$ cat src/hw/rtl/e2c_pkg.sv
// e2c_pkg: constants, tables and types shared by the epoch to calendar pipeline
// no dependencies; imported by e2c_day_split and epoch_seconds_to_calendar
package e2c_pkg;

  localparam int unsigned SecsPerDay = 86400;
  localparam int unsigned DayLowBits = 7;      // 86400 = 2^7 * 675
  localparam int unsigned DayOdd     = 675;
  localparam int unsigned DaysQuad   = 1461;
  localparam int unsigned DaysYear   = 365;
  localparam int unsigned SecsHour   = 3600;
  localparam int unsigned SecsMin    = 60;
  localparam int unsigned EpochYear  = 70;
  localparam int unsigned EpochWday  = 4;

  // reciprocal constants: floor(2^34/675) is corrected later,
  // the others are ceiling values that are exact over their input ranges
  localparam logic [24:0] RecipOdd   = 25'd25451658;  // >> 34
  localparam logic [15:0] RecipQuad  = 16'd45934;     // >> 26, days / 1461
  localparam logic [15:0] RecipSeven = 16'd37450;     // >> 18, / 7
  localparam logic [12:0] RecipHour  = 13'd4661;      // >> 20, (sod >> 4) / 225
  localparam logic [10:0] RecipMin   = 11'd1093;      // >> 14, (x >> 2) / 15

  localparam int unsigned NumMonths = 12;

  // first day of year of each month
  localparam logic [8:0] MonStartLeap [NumMonths] = '{
    9'd0, 9'd31, 9'd60, 9'd91, 9'd121, 9'd152,
    9'd182, 9'd213, 9'd244, 9'd274, 9'd305, 9'd335
  };
  localparam logic [8:0] MonStartNorm [NumMonths] = '{
    9'd0, 9'd31, 9'd59, 9'd90, 9'd120, 9'd151,
    9'd181, 9'd212, 9'd243, 9'd273, 9'd304, 9'd334
  };

  // whole days since the epoch and second of day
  typedef struct packed {
    logic        neg;
    logic [14:0] days;
    logic [16:0] sod;
  } e2c_split_t;

endpackage

$ cat src/hw/rtl/e2c_day_split.sv
// e2c_day_split: three-stage split of epoch seconds into days and second of day
// depends on e2c_pkg; one transaction per cycle while adv is high, advanced by the top level
module e2c_day_split
  import e2c_pkg::*;
(
  input  logic              clk,
  input  logic              rst_n,
  input  logic              adv,
  input  logic              in_valid,
  input  logic signed [31:0] in_secs,
  output logic              out_valid,
  output e2c_split_t        out_data
);

  // stage 1: multiply by reciprocal of 675
  logic        s1_valid_r;
  logic        s1_neg_r;
  logic [6:0]  s1_lo_r;
  logic [23:0] s1_x_r;
  logic [48:0] s1_prod_r;
  logic [23:0] s1_x_nxt;

  // stage 2: estimated quotient and remainder
  logic        s2_valid_r;
  logic        s2_neg_r;
  logic [6:0]  s2_lo_r;
  logic [14:0] s2_q_r;
  logic [10:0] s2_rem_r;
  logic [14:0] s2_q_nxt;
  logic [23:0] s2_diff;

  // stage 3: corrected result
  logic        s3_valid_r;
  e2c_split_t  s3_data_r;
  e2c_split_t  s3_data_nxt;
  logic        s3_fix;
  logic [10:0] s3_rem;

  assign s1_x_nxt = in_secs[30:DayLowBits];
  assign s2_q_nxt = s1_prod_r[48:34];
  assign s2_diff  = s1_x_r - 24'(s2_q_nxt * 10'(DayOdd));

  always_comb begin
    s3_fix           = s2_rem_r >= 11'(DayOdd);
    s3_rem           = s3_fix ? (s2_rem_r - 11'(DayOdd)) : s2_rem_r;
    s3_data_nxt.neg  = s2_neg_r;
    s3_data_nxt.days = s3_fix ? (s2_q_r + 15'd1) : s2_q_r;
    s3_data_nxt.sod  = {s3_rem[9:0], s2_lo_r};
  end

  always_ff @(posedge clk) begin
    if (!rst_n) begin
      s1_valid_r <= 1'b0;
      s2_valid_r <= 1'b0;
      s3_valid_r <= 1'b0;
    end else if (adv) begin
      s1_valid_r <= in_valid;
      s2_valid_r <= s1_valid_r;
      s3_valid_r <= s2_valid_r;
    end
  end

  always_ff @(posedge clk) begin
    if (adv) begin
      s1_neg_r  <= in_secs[31];
      s1_lo_r   <= in_secs[DayLowBits-1:0];
      s1_x_r    <= s1_x_nxt;
      s1_prod_r <= 49'(s1_x_nxt) * 49'(RecipOdd);
      s2_neg_r  <= s1_neg_r;
      s2_lo_r   <= s1_lo_r;
      s2_q_r    <= s2_q_nxt;
      s2_rem_r  <= s2_diff[10:0];
      s3_data_r <= s3_data_nxt;
    end
  end

  assign out_valid = s3_valid_r;
  assign out_data  = s3_data_r;

endmodule

$ cat src/hw/rtl/epoch_seconds_to_calendar.sv
// epoch_seconds_to_calendar: signed epoch seconds to broken-down UTC time
// depends on e2c_pkg and e2c_day_split
//
// Input channel: in_valid / in_stall with in_epoch_seconds, a two's
// complement count of seconds since 1970-01-01 00:00:00 UTC. Output channel:
// out_valid / out_stall with the calendar fields. A negative input yields
// out_valid_res low and all other fields zero.
// A transaction moves at an edge where valid is high and stall is low.
// A new transaction can be accepted every cycle while the output is not
// stalled, so throughput is one per cycle. The pipeline has seven register
// stages (three for the day split, four for year, month, weekday and time
// of day), each about one constant multiply or compare chain deep.
// When the receiver stalls a valid result, the whole pipeline holds and
// in_stall rises in the same cycle; nothing is dropped or duplicated.
// Synchronous active-low reset clears all stage valid bits; payload registers
// are not reset.
module epoch_seconds_to_calendar
  import e2c_pkg::*;
(
  input  logic               clk,
  input  logic               rst_n,
  input  logic               in_valid,
  output logic               in_stall,
  input  logic signed [31:0] in_epoch_seconds,
  output logic               out_valid,
  input  logic               out_stall,
  output logic               out_valid_res,
  output logic [7:0]         out_year_since_1900,
  output logic [8:0]         out_day_of_year,
  output logic [3:0]         out_month,
  output logic [4:0]         out_day_of_month,
  output logic [2:0]         out_weekday,
  output logic [4:0]         out_hour,
  output logic [5:0]         out_minute,
  output logic [5:0]         out_second
);

  logic       adv;
  logic       sp_valid;
  e2c_split_t sp_data;

  // stage 4: reciprocal products
  logic        s4_valid_r;
  logic        s4_neg_r;
  logic [14:0] s4_days_r;
  logic [14:0] s4_d4_r;
  logic [16:0] s4_sod_r;
  logic [30:0] s4_pq_r;
  logic [29:0] s4_pw_r;
  logic [24:0] s4_ph_r;
  logic [14:0] s4_d4_nxt;

  // stage 5: quad split, weekday, hour
  logic        s5_valid_r;
  logic        s5_neg_r;
  logic [4:0]  s5_quads_r;
  logic [10:0] s5_diq_r;
  logic [2:0]  s5_wday_r;
  logic [4:0]  s5_hour_r;
  logic [11:0] s5_remh_r;
  logic [4:0]  s5_quads_nxt;
  logic [11:0] s5_q7_nxt;
  logic [4:0]  s5_hour_nxt;
  logic [14:0] s5_diq_full;
  logic [14:0] s5_wd_full;
  logic [16:0] s5_remh_full;

  // stage 6: year within quad, minute product
  logic        s6_valid_r;
  logic        s6_neg_r;
  logic [7:0]  s6_year_r;
  logic [8:0]  s6_yday_r;
  logic        s6_leap_r;
  logic [2:0]  s6_wday_r;
  logic [4:0]  s6_hour_r;
  logic [11:0] s6_remh_r;
  logic [19:0] s6_pm_r;
  logic [1:0]  s6_yiq_nxt;
  logic [10:0] s6_base_nxt;
  logic [10:0] s6_yday_full;
  logic [7:0]  s6_year_nxt;

  // output stage
  logic        out_valid_r;
  logic        res_r;
  logic [7:0]  year_r;
  logic [8:0]  yday_r;
  logic [3:0]  mon_r;
  logic [4:0]  mday_r;
  logic [2:0]  wday_r;
  logic [4:0]  hour_r;
  logic [5:0]  min_r;
  logic [5:0]  sec_r;
  logic [3:0]  mon_nxt;
  logic [8:0]  mstart_nxt;
  logic [8:0]  mday_full;
  logic [5:0]  min_nxt;
  logic [11:0] sec_full;

  assign adv      = !(out_valid_r && out_stall);
  assign in_stall = !adv;

  e2c_day_split u_split (
    .clk       (clk),
    .rst_n     (rst_n),
    .adv       (adv),
    .in_valid  (in_valid),
    .in_secs   (in_epoch_seconds),
    .out_valid (sp_valid),
    .out_data  (sp_data)
  );

  assign s4_d4_nxt = sp_data.days + 15'(EpochWday);

  always_comb begin
    s5_quads_nxt = s4_pq_r[30:26];
    s5_q7_nxt    = s4_pw_r[29:18];
    s5_hour_nxt  = s4_ph_r[24:20];
    s5_diq_full  = s4_days_r - 15'(s5_quads_nxt * 11'(DaysQuad));
    s5_wd_full   = s4_d4_r - 15'(s5_q7_nxt * 3'd7);
    s5_remh_full = s4_sod_r - 17'(s5_hour_nxt * 12'(SecsHour));
  end

  // year within the four-year interval; the third year is the leap one
  always_comb begin
    priority if (s5_diq_r < 11'(DaysYear)) begin
      s6_yiq_nxt  = 2'd0;
      s6_base_nxt = 11'd0;
    end else if (s5_diq_r < 11'(2 * DaysYear)) begin
      s6_yiq_nxt  = 2'd1;
      s6_base_nxt = 11'(DaysYear);
    end else if (s5_diq_r < 11'(3 * DaysYear + 1)) begin
      s6_yiq_nxt  = 2'd2;
      s6_base_nxt = 11'(2 * DaysYear);
    end else begin
      s6_yiq_nxt  = 2'd3;
      s6_base_nxt = 11'(3 * DaysYear + 1);
    end
    s6_yday_full = s5_diq_r - s6_base_nxt;
    s6_year_nxt  = 8'(EpochYear) + {1'b0, s5_quads_r, 2'b00} + 8'(s6_yiq_nxt);
  end

  // month by comparing against each month start
  always_comb begin
    mon_nxt = 4'd0;
    for (int k = 1; k < NumMonths; k++) begin
      if (s6_leap_r ? (s6_yday_r >= MonStartLeap[k]) : (s6_yday_r >= MonStartNorm[k]))
        mon_nxt = 4'(k);
    end
    mstart_nxt = s6_leap_r ? MonStartLeap[mon_nxt] : MonStartNorm[mon_nxt];
    mday_full  = s6_yday_r - mstart_nxt + 9'd1;
    min_nxt    = s6_pm_r[19:14];
    sec_full   = s6_remh_r - 12'(min_nxt * 6'(SecsMin));
  end

  always_ff @(posedge clk) begin
    if (!rst_n) begin
      s4_valid_r  <= 1'b0;
      s5_valid_r  <= 1'b0;
      s6_valid_r  <= 1'b0;
      out_valid_r <= 1'b0;
    end else if (adv) begin
      s4_valid_r  <= sp_valid;
      s5_valid_r  <= s4_valid_r;
      s6_valid_r  <= s5_valid_r;
      out_valid_r <= s6_valid_r;
    end
  end

  always_ff @(posedge clk) begin
    if (adv) begin
      s4_neg_r   <= sp_data.neg;
      s4_days_r  <= sp_data.days;
      s4_d4_r    <= s4_d4_nxt;
      s4_sod_r   <= sp_data.sod;
      s4_pq_r    <= 31'(sp_data.days) * 31'(RecipQuad);
      s4_pw_r    <= 30'(30'(s4_d4_nxt) * 30'(RecipSeven));
      s4_ph_r    <= 25'(25'(sp_data.sod[16:4]) * 25'(RecipHour));

      s5_neg_r   <= s4_neg_r;
      s5_quads_r <= s5_quads_nxt;
      s5_diq_r   <= s5_diq_full[10:0];
      s5_wday_r  <= s5_wd_full[2:0];
      s5_hour_r  <= s5_hour_nxt;
      s5_remh_r  <= s5_remh_full[11:0];

      s6_neg_r   <= s5_neg_r;
      s6_year_r  <= s6_year_nxt;
      s6_yday_r  <= s6_yday_full[8:0];
      s6_leap_r  <= (s6_yiq_nxt == 2'd2);
      s6_wday_r  <= s5_wday_r;
      s6_hour_r  <= s5_hour_r;
      s6_remh_r  <= s5_remh_r;
      s6_pm_r    <= 20'(s5_remh_r[11:2]) * 20'(RecipMin);

      // negative input clears every field
      res_r  <= !s6_neg_r;
      year_r <= s6_neg_r ? 8'd0 : s6_year_r;
      yday_r <= s6_neg_r ? 9'd0 : s6_yday_r;
      mon_r  <= s6_neg_r ? 4'd0 : mon_nxt;
      mday_r <= s6_neg_r ? 5'd0 : mday_full[4:0];
      wday_r <= s6_neg_r ? 3'd0 : s6_wday_r;
      hour_r <= s6_neg_r ? 5'd0 : s6_hour_r;
      min_r  <= s6_neg_r ? 6'd0 : min_nxt;
      sec_r  <= s6_neg_r ? 6'd0 : sec_full[5:0];
    end
  end

  assign out_valid           = out_valid_r;
  assign out_valid_res       = res_r;
  assign out_year_since_1900 = year_r;
  assign out_day_of_year     = yday_r;
  assign out_month           = mon_r;
  assign out_day_of_month    = mday_r;
  assign out_weekday         = wday_r;
  assign out_hour            = hour_r;
  assign out_minute          = min_r;
  assign out_second          = sec_r;

  // time of day digits stay in range
  a_time_range: assert property (@(posedge clk) disable iff (!rst_n)
    out_valid_r && res_r |-> hour_r < 5'd24 && min_r < 6'd60 && sec_r < 6'd60)
    else $error("time of day out of range");

  // date fields consistent with the year split
  a_date_range: assert property (@(posedge clk) disable iff (!rst_n)
    out_valid_r && res_r |-> mon_r < 4'd12 && mday_r != 5'd0 && yday_r <= 9'd365
      && year_r >= 8'd70 && year_r <= 8'd138 && wday_r < 3'd7)
    else $error("calendar field out of range");

  // rejected input yields an all-zero result
  a_neg_zero: assert property (@(posedge clk) disable iff (!rst_n)
    out_valid_r && !res_r |-> year_r == 8'd0 && yday_r == 9'd0 && mon_r == 4'd0
      && mday_r == 5'd0 && wday_r == 3'd0 && hour_r == 5'd0 && min_r == 6'd0
      && sec_r == 6'd0)
    else $error("negative input result not cleared");

  // a held output freezes the pipeline
  a_hold: assert property (@(posedge clk) disable iff (!rst_n)
    out_valid_r && out_stall |=> $stable(s6_valid_r) && $stable(s4_valid_r)
      && $stable(sp_valid))
    else $error("pipeline moved during output stall");

endmodule
$ cat config.mk
export PLATFORM = sky130hd
export DESIGN_NAME = epoch_seconds_to_calendar
export DESIGN_NICKNAME = d
export VERILOG_FILES = /design/src/hw/rtl/e2c_pkg.sv /design/src/hw/rtl/e2c_day_split.sv /design/src/hw/rtl/epoch_seconds_to_calendar.sv
export SDC_FILE = /design/constraint.sdc
export NUM_CORES = 2
export LEC_CHECK = 0
export ABC_AREA = 1
export BUFFER_PORTS_ARGS = -buffer_cell sky130_fd_sc_hd__buf_2
export CORE_UTILIZATION = 50
export CTS_BUF_LIST = sky130_fd_sc_hd__clkbuf_2 sky130_fd_sc_hd__clkbuf_4 sky130_fd_sc_hd__clkbuf_8
export CTS_CLUSTER_DIAMETER = 50
export DETAILED_ROUTE_END_ITERATION = 12
export PLACE_DENSITY = 0.76
export SLEW_MARGIN = 25
export SYNTH_ARGS = -nofsm -noshare
export SYNTH_HDL_FRONTEND = slang
export SYNTH_SLANG_ARGS = --single-unit
export TNS_END_PERCENT = 5
$ cat constraint.sdc
create_clock -name clk -period 10.02 [get_ports clk]
set_input_delay 0.501 -clock clk [delete_from_list [all_inputs] [get_ports clk]]
set_output_delay 0.501 -clock clk [all_outputs]
set_load 0.1 [all_outputs]
==> metrics <==
Wirelength per Cell=between 15 and 20 um; router iterations before antenna repair=6; TritonCTS clock tree=done; final hold slack=about 0.043 ns; Initial DRC Count=roughly 1300; Clock Tree Root=clkbuf_8; Crit path largest cell delay=0.68 ns; Slew Limit Fails=0; Syn Nets=approximately 4400; Fillers=roughly 5600; Initial Util=approximately half; Final Setup Violations=0; Die Ht=258 um; worst skew pair latency=approximately 0.64 ns; DP HPWL=approximately 55000 um; most frequent cell after synthesis=inv_1; CP required=roughly 10 ns; die area=roughly 67000 um2; Remaining DRCs=0; Fmax achieved=172 MHz; commonest cells in the netlist=inv_1 (803), ha_1 (716), fa_1 (342), nand2_1 (284), edfxtp_1 (262); CP startpoint kind=flip-flop; fraction of layout cells with a size suffix above 1=around 5.9%; worst-path fanout max=10; worst-margin pin slew=between 0.9 and 1 ns; critical path's slowest cell=edfxtp_1; area grow syn2layout=8.26%; Mapped Area=about 33000 um2; max cap viols=0; Num CTS Buffers=50; grt total ovfl=0; CTS max path bufs=3; Antenna Nets Post-Route=0; Crit Path Class=reg -> reg; All-Layer GR Usage=~20%; clock sink count=269; nets=roughly 4500; die span in x=258 um; drt total wl=~66000 um; Buffers on Ports=84; mean post-synth cell area=10.1 um2; cell-by-cell trace of the critical path=ha_1 -> nand3_1 -> nor2_1 -> nand2_1 -> xor2_1 -> ha_1 -> ha_1 -> ha_1 -> fa_1 -> fa_1 -> fa_1 -> ha_1 -> a21oi_1 -> a21oi_1 -> a2111oi_0 -> nand2_1 -> xor2_1; CTS H-tree lvls=2; pin count of the biggest net entering global routing=78; minimum clock period=5.81 ns; RSZ-0062 raised after global routing=no; Core Region=between 60000 and 70000 um2; Synth Register Bits=269; Most used DFF post-synth=edfxtp_1; Synth Instances=3258; Vias/cell=5.15; # diodes=0; number of flops mapped to enable cells by yosys=about 260; DP Area=34200 um2; vias in the first global route=23400; CP Data Arrival Time=around 6 ns; clock-pin slew on the worst setup and hold paths=0.06 ns; Final Hold Violating Endpoints=0; CP Capture Type=flip-flop; Multi-input gate area=21600 um2; initial antenna violation count=0; Register Area=approximately 8000 um2; outcome=completed; asr flop ratio synth=0%; post-route cell area=35500 um2; top post-synthesis cells by area=ha_1 (27%), edfxtp_1 (24%), fa_1 (21%); post-synthesis sequential area ratio=roughly 24%; DR vias=around 22000; Synth area leader=ha_1; FP Rows=between 90 and 100; Hold Crit Class=in -> reg; critical path's most frequent cell=ha_1; Layout Utilization=a little over half; # IOs=between 80 and 90; Slew HR=36.9%; final period utilization=between 50% and 60%; Yosys warnings=0; Yosys top cell area share=27.4%; first-pass GRT wire length=~110000 um; Max Clock Skew=0.0217 ns; GP Congestion=between 0.9 and 1; Distinct cells, synth=50; setup tns final=0 ns
[timing repair]
action,in CTS,in global routing
hold buffers,7,0
resized for setup,0,0
hold endpoints to repair,7,0
buffers inserted,0,0
[cells by family (layout without fill, tap and decap cells)]
kind of cell             after synthesis  count (layout)  share of synthesized area [%]
AO/OA/AOI/OAI                        329             329                           5.62
buffers and inverters                825            1004                           9.54
flip-flops                           269             269                           24.5
AND/OR/NAND/NOR                      624             624                           8.00
adder cells (fa/ha/maj)             1058            1058                           48.3
XOR/XNOR                             153             153                           4.12
[worst max-delay path, delay by kind of cell, from the launching register on]
kind	cells	cell delay (ns)
AOI/OAI and AO/OA	3	0.57
xor gates and xnor gates	2	0.55
adders and majority gates	8	3.08
DFF	1	0.68
and+or+nand+nor	4	0.67
[cell type report]
type / count / share of cell area (%)
multi-input combinational: 2164 / 61.0
sequential: 269 / 22.6
inverter: 816 / 8.65
tap: 855 / 3.02
clock buffer: 62 / 2.23
timing repair buffer: 95 / 1.47
clock inverter: 31 / 1.03
[flip-flops by register name, summed over array words and instances, names as in the netlist, 6 cells and up]
name                 count
u_split.s1_x_r          11
u_split.out_data        33
u_split.s1_lo_r          7
s6_pm_r                  6
u_split.s2_q_r          15
u_split.s2_rem_r        11
out_year_since_1900      8
out_day_of_year          9
out_second               6
u_split.s2_lo_r          7
s6_yday_r                9
s6_remh_r                6
s5_diq_r                11
s4_sod_r                12
s4_days_r               11
s5_remh_r               12
s6_year_r                8
out_minute               6
u_split.s1_prod_r       15
[layout by cell type, fill, tap and decap left out, drive strengths merged, types with 43 or more instances in the layout]
cell type  Yosys  final
ha           716    716
nand2        288    288
clkbuf         5     62
fa           342    342
o21ai         98     98
xor2         110    110
buf            4     88
nand3         59     59
edfxtp       262    262
inv          815    820
xnor2         43     43
a21oi        162    162
nor2         199    199
[metal layers]
metal / up-vias / track usage, % / routed length [um]
met5: - / 0 / 0
met4: 0 / 7.43 / 2310
met3: 159 / 2.73 / 2730
met2: 568 / 36.3 / 32600
met1: 10500 / 25.3 / 28200
li1: 10900 / - / -
[final timing paths]
| kind | startpoint | to | slack [ns] | depth (start not counted) |
|---|---|---|---|---|
| min reg2reg | s5_remh_r[0] | s6_remh_r[0] | 0.40 | 0 |
| max reg2reg | u_split.out_data[21] | s4_pw_r[19] | 4.21 | 17 |
| max | u_split.out_data[21] | s4_pw_r[19] | 4.21 | 17 |
| min | in_epoch_seconds[31] | u_split.s1_neg_r | 0.04 | 1 |
[stage by stage]
stage	worst slack [ns]	std cells
after floorplan	2.94	3258
after global placement	4.10	4192
after detailed placement	3.97	4192
after CTS	4.21	4292
after global routing	3.86	4292
final	4.21	4292
Power is left out: the tool's default activity adds up to more than one toggle a clock period on the data nets, which glitch-free logic cannot reach.
